--- src/hdl/b64sc_pkg.sv ---
package b64sc_pkg;

    localparam logic MODE_ENCODE = 1'b0;
    localparam logic MODE_DECODE = 1'b1;

    localparam logic [7:0] PAD_CHAR   = 8'h3D;
    localparam logic [7:0] PLUS_CHAR  = 8'h2B;
    localparam logic [7:0] SLASH_CHAR = 8'h2F;

    // One unit of work for the back end: a whole or partial group and how to emit it.
    typedef struct packed {
        logic        dec;
        logic        marker;
        logic        last;
        logic [1:0]  npad;
        logic [2:0]  nres;
        logic [23:0] group;
    } cmd_t;

    function automatic logic [7:0] to_char(input logic [5:0] v);
        logic [7:0] r;
        begin
            if (v < 6'd26)
            begin
                r = 8'h41 + {2'b00, v};
            end
            else if (v < 6'd52)
            begin
                r = 8'h61 + {2'b00, v - 6'd26};
            end
            else if (v < 6'd62)
            begin
                r = 8'h30 + {2'b00, v - 6'd52};
            end
            else if (v == 6'd62)
            begin
                r = PLUS_CHAR;
            end
            else
            begin
                r = SLASH_CHAR;
            end
            return r;
        end
    endfunction

    // Bit 6 of the result flags a character outside the alphabet.
    function automatic logic [6:0] from_char(input logic [7:0] c);
        logic [6:0] r;
        begin
            if (c >= 8'h41 && c <= 8'h5A)
            begin
                r = 7'(c - 8'h41);
            end
            else if (c >= 8'h61 && c <= 8'h7A)
            begin
                r = 7'(c - 8'h61 + 8'd26);
            end
            else if (c >= 8'h30 && c <= 8'h39)
            begin
                r = 7'(c - 8'h30 + 8'd52);
            end
            else if (c == PLUS_CHAR)
            begin
                r = 7'd62;
            end
            else if (c == SLASH_CHAR)
            begin
                r = 7'd63;
            end
            else
            begin
                r = 7'd64;
            end
            return r;
        end
    endfunction

endpackage

--- src/hdl/b64sc_front.sv ---
module b64sc_front (
    input  logic              clk,
    input  logic              rst_n,
    input  logic              cfg_we,
    input  logic              cfg_wdata,
    input  logic              in_valid,
    input  logic [7:0]        in_byte,
    input  logic              in_last,
    output logic              cmd_push,
    output b64sc_pkg::cmd_t   cmd
);
    import b64sc_pkg::*;

    logic        mode_reg;
    logic [23:0] buf_reg, buf_next;
    logic [1:0]  cnt_reg, cnt_next;
    logic        stop_reg, stop_next;
    logic [23:0] nb_enc, nb_dec, tail_buf;
    logic [1:0]  tail_cnt;
    logic [6:0]  fc;
    logic        produce;

    assign nb_enc = {buf_reg[15:0], in_byte};
    assign fc     = from_char(in_byte);
    assign nb_dec = {buf_reg[17:0], fc[5:0]};

    always_comb
    begin
        cmd       = '0;
        produce   = 1'b0;
        buf_next  = buf_reg;
        cnt_next  = cnt_reg;
        stop_next = stop_reg;
        tail_buf  = buf_reg;
        tail_cnt  = cnt_reg;
        if (mode_reg == MODE_ENCODE)
        begin
            cmd.nres = 3'd4;
            if (cnt_reg == 2'd2)
            begin
                produce   = 1'b1;
                cmd.group = nb_enc;
                cmd.last  = in_last;
                buf_next  = '0;
                cnt_next  = '0;
            end
            else if (in_last)
            begin
                produce  = 1'b1;
                cmd.last = 1'b1;
                if (cnt_reg == 2'd1)
                begin
                    cmd.group = {nb_enc[15:0], 8'h00};
                    cmd.npad  = 2'd1;
                end
                else
                begin
                    cmd.group = {nb_enc[7:0], 16'h0000};
                    cmd.npad  = 2'd2;
                end
            end
            else
            begin
                buf_next = nb_enc;
                cnt_next = cnt_reg + 2'd1;
            end
        end
        else
        begin
            cmd.dec = 1'b1;
            if (!stop_reg)
            begin
                if (fc[6])
                begin
                    stop_next = 1'b1;
                end
                else if (cnt_reg == 2'd3)
                begin
                    produce   = 1'b1;
                    cmd.group = nb_dec;
                    cmd.nres  = 3'd3;
                    cmd.last  = in_last;
                    buf_next  = '0;
                    cnt_next  = '0;
                    tail_cnt  = '0;
                end
                else
                begin
                    buf_next = nb_dec;
                    cnt_next = cnt_reg + 2'd1;
                    tail_buf = nb_dec;
                    tail_cnt = cnt_reg + 2'd1;
                end
            end
            if (in_last && !produce)
            begin
                produce  = 1'b1;
                cmd.last = 1'b1;
                cmd.nres = 3'd1;
                if (tail_cnt == 2'd2)
                begin
                    cmd.group = {tail_buf[11:0], 12'h000};
                end
                else if (tail_cnt == 2'd3)
                begin
                    cmd.group = {tail_buf[17:0], 6'h00};
                    cmd.nres  = 3'd2;
                end
                else
                begin
                    cmd.marker = 1'b1;
                end
            end
        end
        if (in_last)
        begin
            buf_next  = '0;
            cnt_next  = '0;
            stop_next = 1'b0;
        end
    end

    assign cmd_push = in_valid && produce;

    always_ff @(posedge clk or negedge rst_n)
    begin
        if (!rst_n)
        begin
            mode_reg <= MODE_ENCODE;
            buf_reg  <= '0;
            cnt_reg  <= '0;
            stop_reg <= 1'b0;
        end
        else if (cfg_we)
        begin
            mode_reg <= cfg_wdata;
            buf_reg  <= '0;
            cnt_reg  <= '0;
            stop_reg <= 1'b0;
        end
        else if (in_valid)
        begin
            buf_reg  <= buf_next;
            cnt_reg  <= cnt_next;
            stop_reg <= stop_next;
        end
    end

endmodule

--- src/hdl/b64sc_cmd_fifo.sv ---
module b64sc_cmd_fifo (
    input  logic              clk,
    input  logic              rst_n,
    input  logic              push,
    input  b64sc_pkg::cmd_t   push_cmd,
    output logic              full,
    output logic              head_valid,
    output b64sc_pkg::cmd_t   head_cmd,
    input  logic              pop
);
    import b64sc_pkg::*;

    localparam int DEPTH = 2;

    cmd_t       entry_reg [DEPTH];
    logic       wr_ptr_reg, rd_ptr_reg;
    logic [1:0] count_reg;
    logic       do_push, do_pop;

    assign full       = (count_reg == 2'(DEPTH));
    assign head_valid = (count_reg != 2'd0);
    assign head_cmd   = entry_reg[rd_ptr_reg];
    assign do_push    = push && !full;
    assign do_pop     = pop && head_valid;

    always_ff @(posedge clk)
    begin
        if (do_push)
        begin
            entry_reg[wr_ptr_reg] <= push_cmd;
        end
    end

    always_ff @(posedge clk or negedge rst_n)
    begin
        if (!rst_n)
        begin
            wr_ptr_reg <= 1'b0;
            rd_ptr_reg <= 1'b0;
            count_reg  <= '0;
        end
        else
        begin
            if (do_push)
            begin
                wr_ptr_reg <= ~wr_ptr_reg;
            end
            if (do_pop)
            begin
                rd_ptr_reg <= ~rd_ptr_reg;
            end
            if (do_push && !do_pop)
            begin
                count_reg <= count_reg + 2'd1;
            end
            else if (do_pop && !do_push)
            begin
                count_reg <= count_reg - 2'd1;
            end
        end
    end

endmodule

--- src/hdl/b64sc_back.sv ---
module b64sc_back (
    input  logic              clk,
    input  logic              rst_n,
    input  logic              cmd_valid,
    input  b64sc_pkg::cmd_t   cmd,
    output logic              cmd_pop,
    output logic              empty,
    input  logic              pop,
    output logic [7:0]        out_byte,
    output logic              has_data,
    output logic              out_last
);
    import b64sc_pkg::*;

    logic       valid_reg;
    logic [1:0] idx_reg;
    logic [7:0] byte_reg, byte_next;
    logic       has_reg, has_next;
    logic       last_reg, last_next;
    logic       advance, final_res;
    logic [5:0] sextet;
    logic [7:0] dec_byte;
    logic [2:0] pad_sum;

    assign advance   = cmd_valid && (!valid_reg || pop);
    assign final_res = ({1'b0, idx_reg} == cmd.nres - 3'd1);
    assign cmd_pop   = advance && final_res;
    assign pad_sum   = {1'b0, idx_reg} + {1'b0, cmd.npad};

    always_comb
    begin
        case (idx_reg)
            2'd0:    sextet = cmd.group[23:18];
            2'd1:    sextet = cmd.group[17:12];
            2'd2:    sextet = cmd.group[11:6];
            default: sextet = cmd.group[5:0];
        endcase
        case (idx_reg)
            2'd0:    dec_byte = cmd.group[23:16];
            2'd1:    dec_byte = cmd.group[15:8];
            default: dec_byte = cmd.group[7:0];
        endcase
        has_next  = 1'b1;
        last_next = cmd.last && final_res;
        if (cmd.marker)
        begin
            byte_next = 8'h00;
            has_next  = 1'b0;
        end
        else if (cmd.dec)
        begin
            byte_next = dec_byte;
        end
        else if (pad_sum[2])
        begin
            byte_next = PAD_CHAR;
        end
        else
        begin
            byte_next = to_char(sextet);
        end
    end

    always_ff @(posedge clk or negedge rst_n)
    begin
        if (!rst_n)
        begin
            valid_reg <= 1'b0;
            idx_reg   <= '0;
        end
        else
        begin
            if (advance)
            begin
                valid_reg <= 1'b1;
                idx_reg   <= final_res ? 2'd0 : idx_reg + 2'd1;
            end
            else if (pop)
            begin
                valid_reg <= 1'b0;
            end
        end
    end

    always_ff @(posedge clk)
    begin
        if (advance)
        begin
            byte_reg <= byte_next;
            has_reg  <= has_next;
            last_reg <= last_next;
        end
    end

    assign empty    = !valid_reg;
    assign out_byte = byte_reg;
    assign has_data = has_reg;
    assign out_last = last_reg;

endmodule

--- src/hdl/base64_stream_codec.sv ---
// Base64 stream codec. Write cfg_wdata 0 to encode bytes or 1 to decode characters; a
// write also drops any partial message, so change mode only while the codec is idle.
// The front end groups input items and hands finished groups to a two-entry queue; the
// back end emits one result per cycle from that queue through a registered output while
// the consumer keeps popping. When encoding, the output side sets the sustained rate (four
// characters per three bytes); when decoding, the input side sets it (four characters in
// per three bytes out). The last item of a group reaches its first result through the
// queue entry and then the output register.
module base64_stream_codec (
    input  logic       clk,
    input  logic       rst_n,
    input  logic       cfg_we,
    input  logic       cfg_wdata,
    input  logic       push,
    output logic       full,
    input  logic [7:0] in_byte,
    input  logic       in_last,
    output logic       empty,
    input  logic       pop,
    output logic [7:0] out_byte,
    output logic       has_data,
    output logic       out_last
);
    import b64sc_pkg::*;

    cmd_t front_cmd, head_cmd;
    logic cmd_push, head_valid, cmd_pop;

    b64sc_front u_front (
        .clk       (clk),
        .rst_n     (rst_n),
        .cfg_we    (cfg_we),
        .cfg_wdata (cfg_wdata),
        .in_valid  (push && !full),
        .in_byte   (in_byte),
        .in_last   (in_last),
        .cmd_push  (cmd_push),
        .cmd       (front_cmd)
    );

    b64sc_cmd_fifo u_fifo (
        .clk        (clk),
        .rst_n      (rst_n),
        .push       (cmd_push),
        .push_cmd   (front_cmd),
        .full       (full),
        .head_valid (head_valid),
        .head_cmd   (head_cmd),
        .pop        (cmd_pop)
    );

    b64sc_back u_back (
        .clk       (clk),
        .rst_n     (rst_n),
        .cmd_valid (head_valid),
        .cmd       (head_cmd),
        .cmd_pop   (cmd_pop),
        .empty     (empty),
        .pop       (pop),
        .out_byte  (out_byte),
        .has_data  (has_data),
        .out_last  (out_last)
    );

endmodule

--- config.mk ---
export PLATFORM = sky130hd
export DESIGN_NAME = base64_stream_codec
export DESIGN_NICKNAME = d
export VERILOG_FILES = /design/src/hdl/b64sc_pkg.sv /design/src/hdl/b64sc_front.sv /design/src/hdl/b64sc_cmd_fifo.sv /design/src/hdl/b64sc_back.sv /design/src/hdl/base64_stream_codec.sv
export SDC_FILE = /design/constraint.sdc
export NUM_CORES = 1
export LEC_CHECK = 0
export ABC_AREA = 1
export BUFFER_PORTS_ARGS = -buffer_cell sky130_fd_sc_hd__clkbuf_2
export CORE_MARGIN = 2
export CORE_UTILIZATION = 40
export DETAILED_ROUTE_END_ITERATION = 16
export GPL_TIMING_DRIVEN = 0
export PLACE_DENSITY = 0.63
export SYNTH_ARGS = -nofsm -noshare
export SYNTH_HDL_FRONTEND = slang
export SYNTH_SLANG_ARGS = --single-unit
--- constraint.sdc ---
create_clock -name clk -period 3.2 [get_ports clk]
set_input_delay 0.48 -clock clk [delete_from_list [all_inputs] [get_ports clk]]
set_output_delay 0.48 -clock clk [all_outputs]
set_load 0.01 [all_outputs]
==> results.md <==
* Status: finished clean
* Hold WC Path Type: in2async
* Largest area contributor in the netlist: edfxtp_1
* Htree depth at 3
* Die Wd at 136 um
* R2R setup slack at 0.26 ns
* Largest cells by area after synthesis: edfxtp_1 32%, nand2_1 13%, dfrtp_1 10%
* Hold Fails Final Rpt at 0
* TritonCTS Sinks at 103
* Post-Synthesis Cells at between 800 and 900
* Lkg Pwr at 3.38 nW
* Synth Flop Type: edfxtp_1
* Largest register FFs at 64
* # port buffers at 26
* Final wirelength at 18800 um
* Pre-CTS setup slack at -0.583 ns
* Die Y at 136 um
* Vias per cell at 5.31
* Worst-Skew Late Latency at 0.34 ns
* Setup ws final at 0.245 ns
* Vias after detailed routing at ~6100
* CP peak stage delay at 0.49 ns
* Asr flop ratio synth at 28.2%
* Synth-to-Final Area Change at 11.7%
* First-pass GRT wire length at between 20000 and 30000 um
* Final core utilization at roughly 45%
* Share of cells above drive strength 1 at 14.0%
* Rows at 48
* Avg Inst Size Synth at 7.99 um^2
* GRT Total Usage at a little over a fifth
* Critical path type: in2reg
* DRC Markers at 0
* Clock Skew at 0.00869 ns
* Cell area after layout at 7760 um^2
* Max clock buf depth at 2
* Final min period at 2.96 ns
* # setup viols final at 0
* CTS tree: done
* Most frequent cell after synthesis: nand2_1
* Gpl congestion at 0.915
* Req. time, crit path at around 3.2 ns
* Remaining Overflow, GRT at 0
* Synth Cell Area at 6950 um^2
* Critical Path AT at between 2 and 3 ns
* Die footprint at 18400 um^2
* Crit path max-delay family: simple AND/OR/NAND/NOR gates
* Initial Util at roughly 41%
* Initial DRT Pass Iterations at 5
* Number of synthesized flops with an enable pin at 74
* Initial drt markers at 513
* CTS Buf Count at 9
* Slew HR at between 30 and 40%
* Worst hold slack at 0.205 ns
* Clk pin slew, worst setup/hold paths at 0.06 ns
* Core Footprint at about 17000 um^2
* CP startpoint kind: input pin
* CTS root buf: clkbuf_16
* Yosys warns at 0
* Maximum VDD drop at 0.000380 V
* Tightest Pin Transition at a little over 1 ns
* Crit path max fanout at 16
* PD cells at 829 nW/um^2
* Worst path bufs/invs at 4
* Nets at 955
* Cell at the slowest stage of the critical path: nor2_4
* Syn Nets at 914
* Fmax at around 340 MHz
* Worst path most repeated cell: nand2_1
* Io pins at 27
* Largest net degree at the start of global routing at 34
* Placed cell area at between 7000 and 8000 um^2
* Distinct cells, synth at 48
* Initial antenna violation count at 0
* Vias in the first global route at ~5600
* Antenna viol nets, final at 0
* Placed wire-length estimate at roughly 14000 um
* Antenna cells at 0
* Synth top area share at a little under a third
* Crit-path cells: clkbuf_4 > clkinvlp_4 > ha_4 > nand2_1 > inv_1 > nand2_1 > nand2_1 > nand2_1 > nor2_2 > nor2_4 > nand3_4 > nor2_4 > buf_6 > o31ai_4 > nor2_4
* Setup repair after global routing missed its margin: false
* Pins Over Slew Limit at 0
* Seq cells post-synth at 103
* CP endpoint kind: flip-flop
* Post-synth top cells: 233 x nand2_1, 99 x inv_1, 74 x edfxtp_1, 60 x o21ai_0, 56 x nor2_1
* Max-Cap Viols at 0
* Ratio of final minimum period to clock period at roughly 92%
* DR WL/cell at between 15 and 20 um
* Post-synthesis sequential area ratio at 42.4%
## placed cells by master, fill, tap and decap left out, types with 14 or more instances in the layout
cell type,Yosys,final
nand2_1,233,233
clkbuf_2,0,25
o211ai_1,15,15
inv_1,99,93
ha_1,30,28
nand3_1,53,53
o22ai_1,19,19
o21ai_1,16,18
clkbuf_1,11,14
dfrtp_1,29,28
edfxtp_1,74,74
a21oi_1,43,43
nor2_1,56,54
o21ai_0,60,58
## logic make-up (layout without fill, tap and decap cells)
| kind of cell | after synthesis | after routing | share of synthesized area, % |
|---|---|---|---|
| and+or+nand+nor | 394 | 396 | 25.3 |
| AOI/OAI and AO/OA | 182 | 182 | 15.7 |
| buffers and inverters | 142 | 186 | 8.77 |
| DFF | 103 | 103 | 42.4 |
| adders and majority gates | 30 | 30 | 5.40 |
| xor gates and xnor gates | 16 | 16 | 2.02 |
| muxes | 2 | 2 | 0.288 |
## power by group
part           leakage, nW  internal [mW]  switching, mW  total [mW]
clock                0.130          0.608          0.453        1.06
sequential            1.08           1.75          0.125        1.87
combinational         2.17           1.20           2.30        3.50
## through the flow
| stage | TNS (ns) | total power [mW] | cells |
|---|---|---|---|
| after floorplan | 0 | 4.40 | 869 |
| after global placement | -37.40 | 5.23 | 1120 |
| after detailed placement | -37.81 | 5.26 | 1120 |
| after CTS | 0 | 6.33 | 1136 |
| after global routing | 0 | 6.98 | 1140 |
| final | 0 | 6.43 | 1140 |
## final cells by class
class                      count  area (um^2)
fill                        1740         9360
sequential                   103         2950
buffer                        30          190
inverter                     111          430
multi-input combinational    626         3470
clock inverter                 3         45.0
timing repair buffer          29          155
clock buffer                  13          240
tap                          225          282
## routing by layer
layer / up-vias / part of all wire, % / GRT usage, %
met4: 0 / 2.7 / 6.77
met5: - / 0 / 0
met2: 227 / 48 / 34.8
met1: 2760 / 44 / 27.9
met3: 45 / 5.9 / 4.08
li1: 3018 / - / -
## final timing paths
| path | from | to | cells after the start |
|---|---|---|---|
| max in group asynchronous | rst_n | u_back.idx_reg[1] | 1 |
| worst max register to register | u_fifo.rd_ptr_reg | u_back.out_byte[3] | 17 |
| worst max-delay path | in_byte[0] | u_fifo.entry_reg[0][24] | 15 |
| worst min register to register | u_front.mode_reg | u_fifo.entry_reg[1][31] | 0 |
| min in group clk | pop | u_back.valid_reg | 2 |
| worst min-delay path | rst_n | u_front.buf_reg[9] | 1 |
## what timing repair did
action,4_1_cts,5_1_grt
hold buffers,0,0
pin swaps,1,3
setup endpoints to repair,65,73
setup buffers,0,3
gates cloned,0,2
resized for setup,13,11
(Power assumes the default switching activity.)
